$ cat config.mk
export PLATFORM = sky130hd
export DESIGN_NAME = reorder_buffer
export DESIGN_NICKNAME = d
export VERILOG_FILES = /design/src/design/rob_pkg.sv /design/src/design/rob_ctrl.sv /design/src/design/rob_datapath.sv /design/src/design/reorder_buffer.sv
export SDC_FILE = /design/constraint.sdc
export NUM_CORES = 1
export LEC_CHECK = 0
export BUFFER_PORTS_ARGS = -buffer_cell sky130_fd_sc_hd__buf_2
export CAP_MARGIN = 5
export CORE_AREA = 2 2 253 205
export CTS_CLUSTER_DIAMETER = 30
export DETAILED_ROUTE_END_ITERATION = 7
export DIE_AREA = 0 0 255 207
export MAX_ROUTING_LAYER = met4
export PLACE_DENSITY = 0.64
export REMOVE_ABC_BUFFERS = 1
export SKIP_LAST_GASP = 1
export SLEW_MARGIN = 20
export SYNTH_ARGS = -nofsm -noshare
export SYNTH_HDL_FRONTEND = slang
export SYNTH_SLANG_ARGS = --single-unit
$ cat constraint.sdc
create_clock -name clk -period 6.2 [get_ports clk]
set_input_delay 0.93 -clock clk [delete_from_list [all_inputs] [get_ports clk]]
set_output_delay 0.93 -clock clk [all_outputs]
set_load 0.005 [all_outputs]
$ cat src/design/rob_pkg.sv
// Shared types and constants for the reorder buffer.
package rob_pkg;

  localparam int CYCLE_W = 32;

  typedef enum logic [1:0] {
    REQ_ALLOC  = 2'd0,
    REQ_EXEC   = 2'd1,
    REQ_RETIRE = 2'd2,
    REQ_NONE   = 2'd3
  } req_t;

  typedef enum logic [1:0] {
    S_IDLE,
    S_EXEC,
    S_OUT
  } rob_state_t;

  typedef struct packed {
    logic capture;
    logic execute;
  } rob_cmd_t;

endpackage

$ cat src/design/rob_ctrl.sv
// Controller state machine that sequences capture, execution and result hand-off.
module rob_ctrl import rob_pkg::*; (
  input  logic     clk,
  input  logic     rst_n,
  input  logic     in_valid,
  output logic     in_stall,
  output logic     out_valid,
  input  logic     out_stall,
  output rob_cmd_t cmd
);

  rob_state_t state_r;
  rob_state_t state_nxt;

  always_ff @(posedge clk) begin
    if (!rst_n) begin
      state_r <= S_IDLE;
    end else begin
      state_r <= state_nxt;
    end
  end

  always_comb begin
    state_nxt   = state_r;
    in_stall    = 1'b1;
    out_valid   = 1'b0;
    cmd.capture = 1'b0;
    cmd.execute = 1'b0;
    unique case (state_r)
      S_IDLE: begin
        in_stall = 1'b0;
        if (in_valid) begin
          cmd.capture = 1'b1;
          state_nxt   = S_EXEC;
        end
      end
      S_EXEC: begin
        cmd.execute = 1'b1;
        state_nxt   = S_OUT;
      end
      S_OUT: begin
        out_valid = 1'b1;
        in_stall  = out_stall;
        if (!out_stall) begin
          if (in_valid) begin
            cmd.capture = 1'b1;
            state_nxt   = S_EXEC;
          end else begin
            state_nxt = S_IDLE;
          end
        end
      end
      default: begin
        state_nxt = S_IDLE;
      end
    endcase
  end

endmodule

$ cat src/design/rob_datapath.sv
// Entry memories, head and tail pointers, occupancy and the result register.
module rob_datapath import rob_pkg::*; #(
  parameter int DEPTH         = 10,
  parameter int PHYS_REG_BITS = 6,
  parameter int PTR_W         = $clog2(DEPTH)
) (
  input  logic                     clk,
  input  logic                     rst_n,
  input  rob_cmd_t                 cmd,
  input  logic [1:0]               in_req_type,
  input  logic                     in_has_dest,
  input  logic [PHYS_REG_BITS-1:0] in_prev_phys_reg,
  input  logic [PTR_W-1:0]         in_entry_index,
  input  logic [CYCLE_W-1:0]       in_cycle,
  output logic [PTR_W-1:0]         out_alloc_index,
  output logic                     out_overflow,
  output logic                     out_retired,
  output logic                     out_free_valid,
  output logic [PHYS_REG_BITS-1:0] out_free_reg,
  output logic                     out_is_full,
  output logic                     out_is_empty
);

  localparam int OCC_W = $clog2(DEPTH + 1);
  localparam logic [OCC_W-1:0] FULL_OCC = OCC_W'(DEPTH);
  localparam logic [PTR_W-1:0] LAST_PTR = PTR_W'(DEPTH - 1);

  typedef struct packed {
    logic                     has_dest;
    logic [PHYS_REG_BITS-1:0] old_reg;
  } meta_t;

  typedef struct packed {
    logic               issued;
    logic [CYCLE_W-1:0] finish;
  } timing_t;

  meta_t   meta_mem [DEPTH];
  timing_t time_mem [DEPTH];

  // Captured request.
  req_t                     req_r;
  logic                     dest_r;
  logic [PHYS_REG_BITS-1:0] prev_r;
  logic [PTR_W-1:0]         idx_r;
  logic [CYCLE_W-1:0]       cyc_r;

  // Head entry, read when the request is captured.
  meta_t   meta_rd_r;
  timing_t time_rd_r;

  logic [PTR_W-1:0] head_r, head_nxt;
  logic [PTR_W-1:0] tail_r, tail_nxt;
  logic [OCC_W-1:0] occ_r, occ_nxt;

  logic             alloc_ok;
  logic             exec_ok;
  logic             retire_ok;
  logic             time_we;
  logic [PTR_W-1:0] time_addr;
  timing_t          time_wdata;

  always_ff @(posedge clk) begin
    if (cmd.capture) begin
      req_r     <= req_t'(in_req_type);
      dest_r    <= in_has_dest;
      prev_r    <= in_prev_phys_reg;
      idx_r     <= in_entry_index;
      cyc_r     <= in_cycle;
      meta_rd_r <= meta_mem[head_r];
      time_rd_r <= time_mem[head_r];
    end
  end

  always_comb begin
    alloc_ok  = (req_r == REQ_ALLOC) && (occ_r != FULL_OCC);
    exec_ok   = (req_r == REQ_EXEC) && (idx_r <= LAST_PTR);
    retire_ok = (req_r == REQ_RETIRE) && (occ_r != '0) && time_rd_r.issued &&
                (time_rd_r.finish <= cyc_r);

    time_we    = cmd.execute && (alloc_ok || exec_ok);
    time_addr  = alloc_ok ? tail_r : idx_r;
    time_wdata = alloc_ok ? '0 : timing_t'{issued: 1'b1, finish: cyc_r};

    head_nxt = head_r;
    tail_nxt = tail_r;
    occ_nxt  = occ_r;
    if (alloc_ok) begin
      tail_nxt = (tail_r == LAST_PTR) ? '0 : tail_r + PTR_W'(1);
      occ_nxt  = occ_r + OCC_W'(1);
    end
    if (retire_ok) begin
      head_nxt = (head_r == LAST_PTR) ? '0 : head_r + PTR_W'(1);
      occ_nxt  = occ_r - OCC_W'(1);
    end
  end

  always_ff @(posedge clk) begin
    if (cmd.execute && alloc_ok) begin
      meta_mem[tail_r] <= '{has_dest: dest_r, old_reg: prev_r};
    end
    if (time_we) begin
      time_mem[time_addr] <= time_wdata;
    end
  end

  always_ff @(posedge clk) begin
    if (!rst_n) begin
      head_r <= '0;
      tail_r <= '0;
      occ_r  <= '0;
    end else if (cmd.execute) begin
      head_r <= head_nxt;
      tail_r <= tail_nxt;
      occ_r  <= occ_nxt;
    end
  end

  always_ff @(posedge clk) begin
    if (cmd.execute) begin
      out_alloc_index <= alloc_ok ? tail_r : '0;
      out_overflow    <= (req_r == REQ_ALLOC) && !alloc_ok;
      out_retired     <= retire_ok;
      out_free_valid  <= retire_ok && meta_rd_r.has_dest;
      out_free_reg    <= (retire_ok && meta_rd_r.has_dest) ? meta_rd_r.old_reg : '0;
      out_is_full     <= (occ_nxt == FULL_OCC);
      out_is_empty    <= (occ_nxt == '0);
    end
  end

endmodule

$ cat src/design/reorder_buffer.sv
// Top level of the reorder buffer: controller and datapath joined by commands.
//
// The block keeps a circular buffer of DEPTH instruction entries. Each request on
// the input channel is an allocate, an execute or a retire, and each request
// produces exactly one result on the output channel. Allocate appends an entry at
// the tail and returns its index, or flags overflow when the buffer is full.
// Execute marks any entry issued with its finish cycle. Retire frees the head
// entry when it is issued and its finish cycle is not later than the given cycle,
// and reports the old physical register it releases. Every result carries the
// full and empty status after the request. The unused request code changes nothing.
//
// A request is captured while the head entry is read from memory; in the execute
// state the request is decided, the buffer updated and the result registered, so
// the result is valid in the output state. No new request is taken before the
// pending result is taken, and a new request is accepted in the same cycle the
// pending result is taken. While the receiver stalls, the result holds and no new
// request is taken. Reset clears the pointers and occupancy, leaving the buffer
// empty; the entry memories need no clearing since only allocated entries are read.
module reorder_buffer import rob_pkg::*; #(
  parameter int DEPTH         = 10,
  parameter int PHYS_REG_BITS = 6
) (
  input  logic                         clk,
  input  logic                         rst_n,
  input  logic                         in_valid,
  output logic                         in_stall,
  input  logic [1:0]                   in_req_type,
  input  logic                         in_has_dest,
  input  logic [PHYS_REG_BITS-1:0]     in_prev_phys_reg,
  input  logic [$clog2(DEPTH)-1:0]     in_entry_index,
  input  logic [CYCLE_W-1:0]           in_cycle,
  output logic                         out_valid,
  input  logic                         out_stall,
  output logic [$clog2(DEPTH)-1:0]     out_alloc_index,
  output logic                         out_overflow,
  output logic                         out_retired,
  output logic                         out_free_valid,
  output logic [PHYS_REG_BITS-1:0]     out_free_reg,
  output logic                         out_is_full,
  output logic                         out_is_empty
);

  rob_cmd_t cmd;

  // The controller only sequences; all buffer state lives in the datapath.
  rob_ctrl u_ctrl (
    .clk       (clk),
    .rst_n     (rst_n),
    .in_valid  (in_valid),
    .in_stall  (in_stall),
    .out_valid (out_valid),
    .out_stall (out_stall),
    .cmd       (cmd)
  );

  rob_datapath #(
    .DEPTH         (DEPTH),
    .PHYS_REG_BITS (PHYS_REG_BITS),
    .PTR_W         ($clog2(DEPTH))
  ) u_datapath (
    .clk              (clk),
    .rst_n            (rst_n),
    .cmd              (cmd),
    .in_req_type      (in_req_type),
    .in_has_dest      (in_has_dest),
    .in_prev_phys_reg (in_prev_phys_reg),
    .in_entry_index   (in_entry_index),
    .in_cycle         (in_cycle),
    .out_alloc_index  (out_alloc_index),
    .out_overflow     (out_overflow),
    .out_retired      (out_retired),
    .out_free_valid   (out_free_valid),
    .out_free_reg     (out_free_reg),
    .out_is_full      (out_is_full),
    .out_is_empty     (out_is_empty)
  );

endmodule
Yosys cells after proc, flatten, opt, wreduce, memory -nomap -nowiden --
Memory sizes are Yosys's and may differ from the RTL's. A register that Yosys moved wholly into a read port is not among the register bits. Cells that the tools add are included.
Storage, ports and cells: word-level logic and storage cells 72, bits of input ports 49, memories kept 2, output and inout port bits 17, register bits after elaboration 74, memory bits (writable) 400
Memory list:
- u_datapath.time_mem | depth 10, bits a word 33, rd ports 1, clocked after Yosys merged registers in 1, write ports 1, line rob_datapath.sv:39 | timing_t time_mem [DEPTH];
- u_datapath.meta_mem | depth 10, bits a word 7, rd ports 1, clocked after Yosys merged registers in 1, write ports 1, line rob_datapath.sv:38 | meta_t meta_mem [DEPTH];
Operators by class: multiplexer cells 20, eq/ne operators 10, add/subtract/negate cells 4, $lt $le $gt $ge 2, reduce and logical (&&, ||, !) cells 18
Operators by type and width (number):
- 2-to-1 mux 33 bit | 1
- less-or-equal comparator 32 bit | 1
- 2-to-1 mux 4 bit | 5
- adder 4 x 1 -> 4 bit (second input constant) | 3
- equality test 4 bit (second input constant) | 3
- logical AND 1 bit | 9
- 2-to-1 mux 1 bit | 9
- one-hot mux 2 bit (3 select lines) | 1
- AND reduction 2 bit | 3
- equality test 2 x 1 -> 1 bit (second input constant) | 2
- equality test 2 bit (second input constant) | 2
- less-or-equal comparator 4 bit (second input constant) | 1
- logical NOT 2 bit | 2
- logical NOT 4 bit | 1
- 2-to-1 mux 2 bit | 2
- != test 2 bit (second input constant) | 2
- != test 4 bit (second input constant) | 1
- one-hot mux 1 bit (2 select lines) | 2
- nonzero test 4 bit | 1
- subtractor 4 x 1 -> 4 bit (second input constant) | 1
- logical NOT 1 bit | 1
- logical OR 1 bit | 1

Logic depth before layout (Yosys ltp) --
depth in word-level cells 6, gate-level depth with buffers 11, mapped depth without buffers 10

Cells and area by module --
A second synthesis with hierarchy kept.
Second synthesis, totals: cells, all modules 1107, area total of the unflattened synthesis 20370.8 um^2
Modules (own cells, without submodules):
- rob_datapath | times used 1, area an instance 20265.7 um^2, sequential area each 15254.6 um^2, cells each 1096
- rob_ctrl | times used 1, area an instance 105.1 um^2, sequential area each 40.0 um^2, cells each 11

Worst setup path before layout --
OpenSTA, ideal clock, no wires.
kind reg-to-reg, start point register u_datapath.occ_r[0], end point memory u_datapath.time_mem[9][0] in the netlist's numbering (enable), required time 5729 ps, arrival 4325 ps, buffers on the path 2, clock period less this slack 4796 ps, library setup time 471 ps, setup slack 1404 ps, cell stages (with the launch flop) 10, path through dfxtp_1 > inv_1 > ha_1 > nand3b_1 > and2_1 > clkbuf_1 > clkinv_1 > clkbuf_1 > o21ai_0 > nor3b_1
Between the ends: word-level cells in the longest chain between the ends 6, elaborated cells on any way between the ends 7, those cells by class eq/ne: 1; mux: 3; reduce/logical: 3
Ends and longest elaborated chain:
- start: declaration | line rob_datapath.sv:54 | logic [OCC_W-1:0] occ_r, occ_nxt;
- start signal: assignment | line rob_datapath.sv:115 | occ_r <= occ_nxt;
- != test 4 bit * | line rob_datapath.sv:76 | alloc_ok = (req_r == REQ_ALLOC) && (occ_r != FULL_OCC);
- logical AND 1 bit * | line rob_datapath.sv:76
- logical OR 1 bit | line rob_datapath.sv:81 | time_we = cmd.execute && (alloc_ok || exec_ok);
- logical AND 1 bit | line rob_datapath.sv:81
- 2-to-1 mux 1 bit | line rob_datapath.sv:102 | if (time_we) begin
- 2-to-1 mux 1 bit (implied by the code) | line rob_datapath.sv:103 | time_mem[time_addr] <= time_wdata;
- end: declaration | line rob_datapath.sv:39
Every way passes the cells marked *; elsewhere a longest branch is shown, timed or not.

Worst setup path in the final report --
start point register u_datapath.occ_r[0], end point memory u_datapath.time_mem[5][25] in the netlist's numbering (enable)
The elaborated chain is that of the path after synthesis.

==> impl_summary.md <==
Outcome
The run finished with clean final reports.

Synth
Summing the sequential cell areas from Yosys gives 75.2% of the chip area. The most used flip-flop cell after synthesis is sky130_fd_sc_hd__edfxtp_1. The distinct cell type count of the synthesized netlist is 49. The synthesized design contains 514 register bits. Averaged over all synthesized cells, the footprint is 18.3 um2. The share of flip-flops with an asynchronous set or reset after synthesis is 0%. The area share of the largest cell type after synthesis is 73.8%. Counting flops with a built-in enable in the synthesized netlist gives 500.

In the post-synthesis netlist, the biggest area contributors are sky130_fd_sc_hd__edfxtp_1 74%, sky130_fd_sc_hd__mux4_2 8.9%, sky130_fd_sc_hd__ha_1 2.2%. After synthesis the cells add up to 0.0203 mm2. The number of warning messages in the yosys log is 0. In the synthesized netlist, the number of instances is 1,114. Summed over all instances, the cell type with the most area after synthesis is sky130_fd_sc_hd__edfxtp_1.

Timing
The setup TNS is 0 ps. Hold timing on the final database bottoms out at a slack of 479 ps. The part of the cycle the worst path needs is 61.9%. The maximum clock skew at final layout is 33.6 ps. The number of hold violations in the final report is 0. For the finished layout, the period the worst path requires is 3840 ps. Timing would allow up to 0.260 GHz.

Setup repair after global routing left no endpoint under its margin. The number of slew-limit violations in the final report was 0. The setup violation total in the final timing report is 0.

At the pin with the least slew margin, the transition time is 1110 ps. The worst pin sits at a relative slew slack of 26.0%.

Layout
After routing the design area is 0.0251 mm2. Measured on the finished design, the core utilization comes to 49.8%. Excluding fillers, the count of instances in the completed layout stands at 2,006. The layout has 4,064 filler cells. At the end of the flow, the number of nets in the layout was 1,325. The synthesis-to-layout area growth is 23.6%.

The register bank with the most flops is u_datapath.time_mem. Cells with a size suffix above 1 make up 27.6% of the layout. The flip-flop count of the largest register after layout is 330. The largest registers in the layout are u_datapath.time_mem x330, u_datapath.meta_mem x70, u_datapath.time_rd_r x33.

Worst setup path
The required time reported for the critical path endpoint is 6510 ps. On the worst path, the slowest cell contributes a delay of 710 ps. The critical setup path kind is reg -> reg. The kind of cell with the highest combined delay on the critical path is simple AND/OR/NAND/NOR gates. The worst path buffer plus inverter count is 3. The critical path data arrival time is 4150 ps. STA classifies the critical path endpoint as a flop.

The worst setup path is launched from a flop. Of all nets on the critical path, the largest fanout is 27. Among all stages on the critical path, the largest delay is contributed by sky130_fd_sc_hd__nor2_4. The critical path goes through inv_1, ha_1, nand3b_1, and2_2, clkinv_1, o21ai_0, nand3_1, nor2_4, buf_4.

Die
The die is 255 um wide. The initial utilization of the core area, before any placement, comes to 40.3%. The core region is 0.0505 mm2. The die footprint is 0.0528 mm2. Pin placement for this block handled 66 I/O pins. The floorplan has 74 rows. The die extent in y is 207 um.

Placed design
Buffers placed on the I/O ports in this run total 65. The placement-stage cell area is 0.0216 mm2. The wire-length estimate of the detail-placed layout is 22,900 um. Routability-driven placement finished with a final weighted congestion of 0.791. The number of placed instances, taps included is 1,823.

Worst hold path
In this run the worst hold path is classified as in -> reg.

Clock tree
TritonCTS built the clock tree. The library cell used as clock root buffer is sky130_fd_sc_hd__clkbuf_16. The clock-pin slew on the worst setup and hold paths is 50 ps. Clock tree synthesis inserted a total of 97 buffers. The H-tree generated during clock tree synthesis spans 3 levels.

The clock insertion delay at the later pin of the skew report is 630 ps. The number of clock sinks is 514. The number of hold-repair buffers added at the cts stage is 0. In this run, post-CTS repair resized a total of 0 instances. In this run the deepest clock path goes through 3 buffers. The post-CTS setup-driven buffer insertion count is 0.

Pwr
In this run the power density over the cells is 383 mW/mm2. The static leakage power is 0.00832 uW. Across the VDD grid, the largest voltage drop is 0.222 mV.

Global route
The first global-routing pass estimated 63,600 um of wire. The number of antenna violations at the first check in global routing is 1. The maximum number of pins on one net before global-route repair is 123. Global routing used 16.5% of the available tracks across all layers. The number of global-route vias before repair is 10,824. For this run the aggregate overflow at the end of global routing stands at 0.

Routing
Before antenna repair, the detailed router went through 5 iterations. In the routed design, unresolved DRC markers number 0. The detailed-route wire length is 41,200 um. The antenna violation net count after detailed routing is 0. Dividing the detail-routed wire length by the instance count gives 20.5 um. After detailed routing, the number of vias per cell comes to 5.19.

The routed layout has 10,411 vias. For this block, the initial DRC count from the detailed router was 700.

Run
The count of maximum capacitance violations is 0.
## path summary, 6_finish.rpt
path                                 from                          to  slack (ps)  depth (start not counted)
setup / recovery      u_datapath.occ_r[0]  u_datapath.time_mem[5][25]        2360                          9
hold / removal        in_prev_phys_reg[1]        u_datapath.prev_r[1]         480                          1
setup reg to reg      u_datapath.occ_r[0]  u_datapath.time_mem[5][25]        2360                          9
hold reg to reg   u_datapath.meta_rd_r[5]  u_datapath.out_free_reg[5]         520                          1
## placed cells by master (no fill, tap or decap), types with 9 or more instances in the layout
cell / count
sky130_fd_sc_hd__mux4_2: 80
sky130_fd_sc_hd__buf_2: 65
sky130_fd_sc_hd__nor3_1: 10
sky130_fd_sc_hd__dfxtp_1: 10
sky130_fd_sc_hd__nor2_1: 45
sky130_fd_sc_hd__a21oi_1: 54
sky130_fd_sc_hd__nand2_1: 25
sky130_fd_sc_hd__edfxtp_1: 500
sky130_fd_sc_hd__clkinv_4: 9
sky130_fd_sc_hd__bufinv_16: 17
sky130_fd_sc_hd__ha_1: 35
sky130_fd_sc_hd__buf_4: 12
sky130_fd_sc_hd__o21ai_0: 13
sky130_fd_sc_hd__inv_1: 42
sky130_fd_sc_hd__mux2i_1: 42
sky130_fd_sc_hd__nand4_1: 10
sky130_fd_sc_hd__a211oi_1: 43
sky130_fd_sc_hd__and2_1: 50
sky130_fd_sc_hd__clkinvlp_4: 13
sky130_fd_sc_hd__clkbuf_16: 99
sky130_fd_sc_hd__inv_6: 14
## Yosys cell counts, drive strengths merged (6+ instances only)
master    n
edfxtp  500
mux4     80
and2     55
a21oi    54
nor2     51
a211oi   43
inv      43
mux2i    42
clkbuf   40
ha       35
nand2    25
buf      16
dfxtp    14
nor3     14
o21ai    13
nand4    10
and3      7
nand2b    7
nand3     7
a31oi     6
nor2b     6
## logic make-up (layout without fill, tap and decap cells)
| family | Yosys count | in the layout | synth area share, % |
|---|---|---|---|
| XOR/XNOR | 6 | 6 | 0.258 |
| flip-flops | 514 | 514 | 75.2 |
| AO/OA/AOI/OAI | 134 | 134 | 4.18 |
| other | 0 | 1 | 0 |
| AND/OR/NAND/NOR | 202 | 202 | 5.37 |
| adder cells (fa/ha/maj) | 35 | 35 | 2.15 |
| multiplexers | 123 | 123 | 11.0 |
| buffers and inverters | 100 | 307 | 1.89 |
## stage by stage
step                      setup slack, ps  total power (uW)
after floorplan                      39.8              4080
after global placement               2490              4170
after detailed placement             2330              4180
after CTS                            2300              9730
after global routing                 2070              9900
final                                2360              9630
## metal layers
metal	track usage (%)	vias to the layer above	share of wire [%]	wire, um
li1	-	4720	-	-
met4	5.97	0	2.7	1120
met1	22.2	5336	45	18600
met2	24.9	274	47	19300
met5	-	-	0	0
met3	3.41	81	5.0	2040
## report_power, final
group	leakage [uW]	switching (uW)	internal [uW]
registers	0.00469	24.3	3880
logic	0.00195	143	56.6
clock network	0.00167	1850	3670
total	0.00832	2010	7620
## layout make-up
| class | instances | area (um2) | share of cell area (%) |
|---|---|---|---|
| antenna | 1 | 2.50 | 0.00995 |
| clock buffer | 103 | 2490 | 9.91 |
| clock inverter | 76 | 991 | 3.94 |
| inverter | 44 | 165 | 0.657 |
| multi-input combinational | 500 | 4740 | 18.9 |
| sequential | 514 | 15300 | 60.9 |
| tap | 684 | 856 | 3.40 |
| timing repair buffer | 84 | 586 | 2.33 |
## worst reg2reg max path: cells and delay by family (launching register included)
kind	cells	cell delay, ps
AOI/OAI and AO/OA	1	450
adders and majority gates	1	210
buffers and inverters	3	980
DFF	1	460
and+or+nand+nor	4	1430
Note: power is estimated with default switching activity, not from simulation.
